### config.mk
export PLATFORM = sky130hd
export DESIGN_NAME = length_prefix_deframer
export DESIGN_NICKNAME = d
export VERILOG_FILES = /design/src/hdl/lpd_pkg.sv /design/src/hdl/lpd_core.sv /design/src/hdl/length_prefix_deframer.sv
export SDC_FILE = /design/constraint.sdc
export NUM_CORES = 1
export LEC_CHECK = 0
export ABC_AREA = 1
export BUFFER_PORTS_ARGS = -buffer_cell sky130_fd_sc_hd__buf_2
export CORE_MARGIN = 2
export CORE_UTILIZATION = 35
export DETAILED_ROUTE_END_ITERATION = 12
export GPL_TIMING_DRIVEN = 0
export HOLD_SLACK_MARGIN = 0.02
export PLACE_DENSITY_LB_ADDON = 0.1
export SYNTH_ARGS = -nofsm -noshare
export SYNTH_HDL_FRONTEND = slang
export SYNTH_SLANG_ARGS = --single-unit
### constraint.sdc
create_clock -name clk -period 3.8 [get_ports clk]
set_input_delay 0.76 -clock clk [delete_from_list [all_inputs] [get_ports clk]]
set_output_delay 0.76 -clock clk [all_outputs]
set_load 0.01 [all_outputs]
### src/hdl/lpd_pkg.sv
// Shared constants and types for the length-prefix deframer.
`default_nettype none
package lpd_pkg;

  localparam int HEADER_BYTES = 4;
  localparam int HDR_CNT_W    = 3;
  localparam int LEN_W        = 32;
  localparam int BYTE_W       = 8;
  localparam int APB_ADDR_W   = 3;
  localparam int APB_DATA_W   = 32;

  // header_count wraps modulo 8, so the completion value is taken the same way
  localparam logic [HDR_CNT_W-1:0] HDR_LAST = HDR_CNT_W'(HEADER_BYTES % 8);

  localparam logic [LEN_W-1:0] MAX_LEN_RESET = LEN_W'(65536);

  // register index (word address bit paddr[2])
  localparam logic REG_MAX_FRAME_LENGTH = 1'b0;

  typedef enum logic [1:0] {
    ST_PAYLOAD = 2'd0,
    ST_EMPTY   = 2'd1,
    ST_ERROR   = 2'd2
  } status_t;

  typedef struct packed {
    logic              has_result;
    status_t           status;
    logic [BYTE_W-1:0] payload_byte;
    logic              frame_end;
  } result_t;

endpackage
`default_nettype wire

### src/hdl/lpd_core.sv
// Deframer state and per-byte decode: header collection, payload count, error.
`default_nettype none
module lpd_core (
  input  wire logic                       clk,
  input  wire logic                       rst,
  input  wire logic                       step,
  input  wire logic [lpd_pkg::BYTE_W-1:0] stream_byte,
  input  wire logic [lpd_pkg::LEN_W-1:0]  max_frame_length,
  output lpd_pkg::result_t                res
);
  import lpd_pkg::*;

  logic [HDR_CNT_W-1:0] header_count, header_count_next;
  logic [LEN_W-1:0]     length_shift, length_shift_next;
  logic [LEN_W-1:0]     bytes_remaining, bytes_remaining_next;
  logic                 in_payload, in_payload_next;
  logic                 error_latched, error_latched_next;

  logic [LEN_W-1:0]     len;
  logic [LEN_W-1:0]     rem_dec;
  logic [HDR_CNT_W-1:0] cnt_inc;

  always_comb begin
    len     = {length_shift[LEN_W-BYTE_W-1:0], stream_byte};
    rem_dec = bytes_remaining - LEN_W'(1);
    cnt_inc = header_count + HDR_CNT_W'(1);

    header_count_next    = header_count;
    length_shift_next    = length_shift;
    bytes_remaining_next = bytes_remaining;
    in_payload_next      = in_payload;
    error_latched_next   = error_latched;

    res.has_result   = 1'b0;
    res.status       = ST_PAYLOAD;
    res.payload_byte = '0;
    res.frame_end    = 1'b0;

    if (error_latched) begin
      res.has_result = 1'b1;
      res.status     = ST_ERROR;
    end else if (in_payload) begin
      bytes_remaining_next = rem_dec;
      res.has_result       = 1'b1;
      res.payload_byte     = stream_byte;
      if (rem_dec == '0) begin
        in_payload_next = 1'b0;
        res.frame_end   = 1'b1;
      end
    end else if (cnt_inc != HDR_LAST) begin
      length_shift_next = len;
      header_count_next = cnt_inc;
    end else begin
      // header complete
      header_count_next = '0;
      length_shift_next = '0;
      if (len > max_frame_length) begin
        error_latched_next = 1'b1;
        res.has_result     = 1'b1;
        res.status         = ST_ERROR;
      end else if (len == '0) begin
        res.has_result = 1'b1;
        res.status     = ST_EMPTY;
        res.frame_end  = 1'b1;
      end else begin
        bytes_remaining_next = len;
        in_payload_next      = 1'b1;
      end
    end
  end

  always_ff @(posedge clk) begin
    if (rst) begin
      header_count    <= '0;
      length_shift    <= '0;
      bytes_remaining <= '0;
      in_payload      <= 1'b0;
      error_latched   <= 1'b0;
    end else if (step) begin
      header_count    <= header_count_next;
      length_shift    <= length_shift_next;
      bytes_remaining <= bytes_remaining_next;
      in_payload      <= in_payload_next;
      error_latched   <= error_latched_next;
    end
  end

endmodule
`default_nettype wire

### src/hdl/length_prefix_deframer.sv
// Top level: input register, deframer core, result register and APB register.
//
//   channel   direction  handshake            payload
//   input     in         in_valid/in_ready    stream_byte
//   output    out        out_valid/out_ready  status, payload_byte, frame_end
//   config    in/out     APB psel/penable     paddr, pwdata, prdata
//
// One byte per cycle sustained while results are taken; each byte waits in
// the input register and is decoded into the result register as it leaves.
// Bytes that give no result, such as most header bytes, move on even while
// the result register is full; other bytes wait until the held result is taken.
// Synchronous reset clears all control state; max_frame_length resets to 65536.
`default_nettype none
module length_prefix_deframer (
  input  wire logic                           clk,
  input  wire logic                           rst,
  input  wire logic                           in_valid,
  output logic                                in_ready,
  input  wire logic [lpd_pkg::BYTE_W-1:0]     stream_byte,
  output logic                                out_valid,
  input  wire logic                           out_ready,
  output logic [1:0]                          status,
  output logic [lpd_pkg::BYTE_W-1:0]          payload_byte,
  output logic                                frame_end,
  input  wire logic                           psel,
  input  wire logic                           penable,
  input  wire logic                           pwrite,
  input  wire logic [lpd_pkg::APB_ADDR_W-1:0] paddr,
  input  wire logic [lpd_pkg::APB_DATA_W-1:0] pwdata,
  output logic [lpd_pkg::APB_DATA_W-1:0]      prdata,
  output logic                                pready
);
  import lpd_pkg::*;

  logic [LEN_W-1:0]  max_frame_length;
  logic              byte_valid;
  logic [BYTE_W-1:0] byte_q;
  logic              step;
  result_t           res;

  // config register
  assign pready = 1'b1;

  always_ff @(posedge clk) begin
    if (rst) begin
      max_frame_length <= MAX_LEN_RESET;
    end else if (psel && penable && pwrite && (paddr[2] == REG_MAX_FRAME_LENGTH)) begin
      max_frame_length <= pwdata;
    end
  end

  always_comb begin
    prdata = '0;
    if (paddr[2] == REG_MAX_FRAME_LENGTH) begin
      prdata = max_frame_length;
    end
  end

  // input register advances when the held byte can be consumed
  assign step     = byte_valid && (!out_valid || out_ready || !res.has_result);
  assign in_ready = !byte_valid || step;

  always_ff @(posedge clk) begin
    if (rst) begin
      byte_valid <= 1'b0;
    end else if (in_ready) begin
      byte_valid <= in_valid;
    end
  end

  always_ff @(posedge clk) begin
    if (in_valid && in_ready) begin
      byte_q <= stream_byte;
    end
  end

  lpd_core u_core (
    .clk              (clk),
    .rst              (rst),
    .step             (step),
    .stream_byte      (byte_q),
    .max_frame_length (max_frame_length),
    .res              (res)
  );

  // result register
  always_ff @(posedge clk) begin
    if (rst) begin
      out_valid <= 1'b0;
    end else if (step && res.has_result) begin
      out_valid <= 1'b1;
    end else if (out_ready) begin
      out_valid <= 1'b0;
    end
  end

  always_ff @(posedge clk) begin
    if (step && res.has_result) begin
      status       <= res.status;
      payload_byte <= res.payload_byte;
      frame_end    <= res.frame_end;
    end
  end

endmodule
`default_nettype wire
==> out/results.md, run 1 <==
| Result | Reported |
|:---|:---|
| Result of the run | finished clean |
| Final setup slack of the worst path | 0.576 ns |
| Largest area contributor in the synthesized netlist | dfxtp_1 |
| Post-route cell area | 8280 sq um |
| Diode count | 0 |
| Gr usage total | 22.1% |
| Max IR drop VDD | 0.298 mV |
| Insertion delay of the later-clocked pin in the worst-skew pair | 0.42 ns |
| Share of Yosys cell area claimed by the top area cell type | 27.7% |
| Postcts setup bufs | 0 |
| Wire length per cell after detailed routing | 15.6 um |
| Class of the most critical hold timing path | flop to flop |
| Number of buffers inserted by port buffering | 90 |
| Number of top-level design ports | 96 |
| Worst setup timing slack at the placement stage | 0.762 ns |
| Die outline width | 144 um |
| Cell area after placement | 7650 sq um |
| Row count | 51 |
| DRC violations left | 0 |
| Tmin final | 3.22 ns |
| HPWL after DPL | 17500 um |
| Cts hold-fix bufs | 0 |
| Clock tree from TritonCTS | yes |
| Worst path arrival time | 2.46 ns |
| Flip-flop and latch count after synthesis | 114 |
| Critical path type | flop to output port |
| Effective utilization at floorplan | 35.5% |
| GP Congestion | 0.895 |
| Count of nets after finishing | 1226 |
| Critical path startpoint category | flop |
| Final total power | 3.31 mW |
| Area growth, synth to finish | 20.7% |
| CTS Root Buffer Type | clkbuf_16 |
| RSZ-0062 raised after global routing | false |
| Cell variety after synth | 38 |
| Height of the die | 144 um |
| Worst-case register-to-register setup slack | 0.75 ns |
| Number of fill cells | 2060 |
| # clock sinks | 114 |
| Final Hold Violating Endpoints | 0 |
| Power density normalized to cell area | 400 nW/um^2 |
| Post-Route Setup TNS | 0 ns |
| Number of clock buffers inserted by TritonCTS | 17 |
| Clock edge transition at the registers on the reported setup and hold paths | 0.06 ns |
| Total of cells resized after clock tree synthesis | 0 |
| Ranking of synthesized cells by area | dfxtp_1, nand2_1, nor2_1 |
| Critical Path End Type | output port |
| Post-Route Skew | 0.0112 ns |
| Slew HR | 56.5% |
| Antenna violations before repair | 0 |
| Max Fclk | 310 MHz |
| Count of mapped cells out of synthesis | 1030 |
| Net count of the mapped netlist | 1117 |
| Deepest level of the CTS H-tree | 4 |
| Measured slew at the worst slew-check pin | 0.651 ns |
| Overall die area | 20700 sq um |
| Vias in the first global route | 6633 |
| Most common library cell in the layout ignoring fill and taps | nand2_1 |
| Post-detailed-route via-to-cell ratio | 4.88 |
| Share of the yosys chip area belonging to registers | 36.0% |
| Core Util, Final | 42.8% |
| Total grt overflow | 0 |
| Crit path required time | 3.04 ns |
| Final Max Tran Viols | 0 |
| Count of TritonRoute iterations in the first routing pass | 5 |
| Max-capacitance violation count | 0 |
| Final wirelength | 22200 um |
| Total number of vias | 6912 |
| Commonest cells after routing, fill and taps aside | nand2_1, nor2_1, a21oi_1 |
| Final number of setup-violating endpoints | 0 |
| Violation count after the first detailed-routing iteration | 518 |
| First-pass GRT wire length | 34900 um |
| Yosys warning total | 0 |
| Portion of the clock cycle consumed by the worst path in the final layout | 84.8% |
| Largest net degree at the start of global routing | 17 |
| Maximum buffer depth of the clock tree | 2 |
| Number of nets with antenna violations after detailed routing | 0 |
| Largest driver fanout on the critical path | 5 |
| Mapped Area | 6860 sq um |
| Standby leakage power | 3.66 nW |
| Synthesized area divided by synthesized cell count | 6.66 sq um |
| Floorplan core area | 19300 sq um |
| Share of post-route cells with drive strength above 1 | 14.3% |
==> where the power goes <==
| group | leakage (nW) | total, mW | internal, mW | switching [mW] |
|---|---|---|---|---|
| Sequential | 0.924 | 1.27 | 1.25 | 0.0175 |
| Combinational | 2.44 | 0.301 | 0.104 | 0.197 |
| Clock | 0.295 | 1.74 | 1.13 | 0.608 |
==> layout make-up <==
cell class	instances	area (sq um)	share of cell area, %
Clock inverter	12	180	2.18
Timing Repair Buffer	90	450	5.44
Clock buffer	20	457	5.51
Tap cell	265	332	4.00
Sequential cell	114	2470	29.8
Multi-Input combinational cell	748	3710	44.8
Inverter	118	443	5.35
Buffer	50	240	2.90
==> synthesized netlist by cell type <==
master and instances:
nand2_1 221, nor2_1 160, a21oi_1 114, inv_1 107, dfxtp_1 95, nand3_1 68
o21ai_0 59, ha_1 37, clkbuf_1 31, nand4_1 29, edfxtp_1 19, buf_2 9
inv_2 9, o21ai_1 9, nor3_1 7, nand3b_1 6, nor2_2 6, buf_6 5
nor4_1 5, buf_1 4, nand2_2 4, nand3_2 4, xor2_1 4, a21oi_2 2
clkinv_1 2, o21a_1 2, a21o_1 1, a21oi_4 1, and2_1 1, and3_1 1
buf_4 1, conb_1 1, nand2_4 1, nand3_4 1, o211ai_1 1, o21ai_2 1
o31ai_1 1, xnor2_1 1
==> metal layers <==
layer  part of all wire, %  GRT usage, %  vias to the layer above
li1                      -             -                     3583
met1                    48          30.7                     3126
met2                    45          35.4                      173
met3                   4.8          4.04                       30
met4                   1.8          5.88                        0
met5                     0             0                        -
==> worst paths after layout <==
| kind | endpoint | depth (start not counted) | from |
|---|---|---|---|
| setup reg to reg | payload_byte[7]$_SDFFCE_PP0P_ | 19 | byte_q[1]$_DFFE_PP_ |
| hold reg to reg | u_core.header_count[1]$_SDFFE_PP0P_ | 2 | u_core.header_count[1]$_SDFFE_PP0P_ |
| hold / removal | u_core.header_count[1]$_SDFFE_PP0P_ | 2 | u_core.header_count[1]$_SDFFE_PP0P_ |
| setup / recovery | in_ready | 17 | byte_q[1]$_DFFE_PP_ |
==> metrics by stage <==
stage	hold WS, ns	std cells
floorplan	0.440	1030
global placement	0.459	1385
detailed placement	0.464	1385
CTS	0.472	1417
global route	0.488	1417
finish	0.474	1417
==> registers in the layout (all words and copies together) (netlist names) <==
signal,flops
byte_q,8
out_valid,1
payload_byte,8
u_core.bytes_remaining,32
frame_end,1
u_core.length_shift,24
max_frame_length,32
status,2
u_core.header_count,3
u_core.in_payload,1
byte_valid,1
u_core.error_latched,1
==> kinds of logic after synthesis <==
logic type / Yosys count / synth area share, %
and+or+nand+nor: 514 / 32.2
AOI/OAI and AO/OA: 191 / 14.4
buffers and inverters: 168 / 9.95
DFF: 114 / 36.0
adders and majority gates: 37 / 6.74
xor gates and xnor gates: 5 / 0.638
other: 1 / 0.0546
==> worst max-delay path, cell delays in order, from the launching register on <==
cell      delay, ns
edfxtp_1       0.50
ha_1           0.34
nand2_1        0.05
nand2_1        0.05
nand2_1        0.05
nand2_1        0.05
nand2_1        0.04
nand2_1        0.05
nand2_1        0.04
nand2_1        0.06
nand2_1        0.05
nand2_1        0.07
nand2_2        0.09
nand2_2        0.10
nand2_2        0.06
nand2_4        0.10
nand3_1        0.13
buf_2          0.19
No activity file was read; power rests on OpenSTA's default activity.
==> run 2: changes to the inputs <==
==> constraint.sdc (replaced) <==
create_clock -name clk -period 2.9 [get_ports clk]
set_input_delay 0.58 -clock clk [delete_from_list [all_inputs] [get_ports clk]]
set_output_delay 0.58 -clock clk [all_outputs]
set_load 0.01 [all_outputs]
==> out/results.md, run 2 (synthesis gave the netlist of run 1 again) <==
| Result | Reported |
|:---|:---|
| Final number of setup-violating endpoints | 0 |
| Floorplan core area | 19300 sq um |
| Cell count of the worst reg-to-reg path | 15 |
| Largest net degree at the start of global routing | 17 |
| Largest driver fanout on the critical path | 4 |
| Maximum buffer depth of the clock tree | 2 |
| DRC violations left | 0 |
| Result of the run | finished clean |
| CTS Root Buffer Type | clkbuf_16 |
| Hold Worst Slack | 0.330 ns |
| Max-capacitance violation count | 0 |
| CP Depth | 14 |
| Number of clock buffers inserted by TritonCTS | 17 |
| Number of cells on the worst hold path | 1 |
| Commonest cells after routing, fill and taps aside | nand2_1, nor2_1, a21oi_1 |
| Measured slew at the worst slew-check pin | 0.660 ns |
| Cell class contributing the biggest share of worst-path delay | simple AND/OR/NAND/NOR gates |
| Antenna violations before repair | 0 |
| Clock edge transition at the registers on the reported setup and hold paths | 0.06 ns |
| Standby leakage power | 3.69 nW |
| Diode count | 0 |
| Total area of sequential cells | 2470 sq um |
| Number of nets with antenna violations after detailed routing | 0 |
| Final Max Tran Viols | 0 |
| Tmin final | 2.85 ns |
| Height of the die | 144 um |
| Vias in the first global route | 6643 |
| Final wirelength | 22300 um |
| Post-Route Setup TNS | 0 ns |
| First-pass GRT wire length | 34900 um |
| Count of TritonRoute iterations in the first routing pass | 5 |
| Slowest stage delay, CP | 0.31 ns |
| Cell with the largest stage delay on the worst path | ha_1 |
| Effective utilization at floorplan | 35.5% |
| Bufs and invs on worst path | 2 |
| Total number of vias | 6987 |
| HPWL after DPL | 17500 um |
| Largest registers | max_frame_length: 32 flops, u_core.bytes_remaining: 32 flops, u_core.length_shift: 24 flops |
| Overall die area | 20700 sq um |
| Critical Path End Type | output port |
| Cells along the critical path | inv_1, ha_1, nand2_1, nor2_2, nand2_2, nor2_2, nand2_1, nand2_1, nand2_2, nand2_2, nand2_2, nand2_4, nand3_4, buf_6 |
| Row count | 51 |
| Deepest level of the CTS H-tree | 4 |
| Total grt overflow | 0 |
| Max Fclk | 351 MHz |
| Critical path startpoint category | flop |
| Number of buffers inserted by port buffering | 90 |
| Number of top-level design ports | 96 |
| Violation count after the first detailed-routing iteration | 436 |
| # clock sinks | 114 |
| Area growth, synth to finish | 22.8% |
| Critical path type | flop to output port |
| Die outline width | 144 um |
| Class of the most critical hold timing path | input port to flop |
| Number of fill cells | 2042 |
| Multi-input logic area | 3790 sq um |
| Most common library cell in the layout ignoring fill and taps | nand2_1 |
| Clock tree from TritonCTS | yes |
| GP Congestion | 0.895 |
| Most repeated library cell on the critical path | nand2_2 |
| Post-detailed-route via-to-cell ratio | 4.91 |
| Worst path arrival time | 2.27 ns |
| RSZ-0062 raised after global routing | true |
| Power density normalized to cell area | 518 nW/um^2 |
| Post-Route Skew | 0.0107 ns |
| Insertion delay of the later-clocked pin in the worst-skew pair | 0.42 ns |
| Share of post-route cells with drive strength above 1 | 16.2% |
| Portion of the clock cycle consumed by the worst path in the final layout | 98.4% |
| Worst-case register-to-register setup slack | 0.28 ns |
| Count of nets after finishing | 1233 |
| Wire length per cell after detailed routing | 15.6 um |
| Gr usage total | 22.1% |
| Crit path required time | 2.32 ns |
| Final Hold Violating Endpoints | 0 |
| Slew HR | 55.9% |
| Max IR drop VDD | 0.395 mV |
| Final total power | 4.37 mW |
[run 2: changes by cell type in the layout (fill, tap and decap cells not counted), moves of 2 or more]
| cell | before | now |
|---|---|---|
| buf_4 | 1 | 8 |
| inv_1 | 107 | 102 |
| ha_1 | 37 | 33 |
| ha_4 | 0 | 4 |
| inv_2 | 9 | 13 |
| nand2_1 | 221 | 219 |
| nand2_2 | 4 | 6 |
| nor2_1 | 160 | 158 |
| nor2_2 | 6 | 8 |
[run 2: per-stage QoR]
step	cell area, sq um	instances	setup slack [ns]	utilization, %
finish	8430	1424	0.0471	43.6
global route	8430	1424	-0.147	43.6
CTS	8300	1418	-0.0903	42.9
detailed placement	7650	1385	-0.138	39.5
global placement	7650	1385	-0.130	39.5
floorplan	6860	1030	0.430	-
[run 2: path summary, 6_finish.rpt]
path,start,endpoint
max,max_frame_length[31]$_SDFFE_PP0P_,in_ready
min,stream_byte[7],byte_q[7]$_DFFE_PP_
max reg2reg,max_frame_length[31]$_SDFFE_PP0P_,payload_byte[7]$_SDFFCE_PP0P_
min reg2reg,u_core.header_count[1]$_SDFFE_PP0P_,u_core.header_count[1]$_SDFFE_PP0P_
[run 2: area by class of cell]
| class | count | area share [%] |
|---|---|---|
| multi-input cells | 748 | 45.0 |
| flip-flops and latches | 114 | 29.3 |
| repair buffers | 97 | 6.04 |
| clock buffers | 20 | 5.42 |
| inverters | 118 | 5.30 |
| well taps | 265 | 3.93 |
| plain buffers | 50 | 2.85 |
| clock inverters | 12 | 2.14 |
[run 2: per-layer routing]
layer  GRT usage, %  vias to the layer above  routed length [um]
li1               -                     3594                   -
met1           30.7                     3175               10800
met2           35.3                      185               10100
met3           4.04                       33                 971
met4           5.93                        0                 421
met5              0                        -                   0
[run 2: power breakdown]
group,switching [mW],total [mW],internal [mW]
Clock,0.796,2.28,1.48
Sequential,0.0214,1.67,1.64
Combinational,0.270,0.421,0.151
Total,1.09,4.37,3.28
[run 2: timing repair]
action | 4_1_cts | 5_1_grt
setup buffers | 1 | 6
setup endpoints to repair | 12 | 17
hold buffers | 0 | 0
pin swaps | 0 | 7
resized for setup | 2 | 16
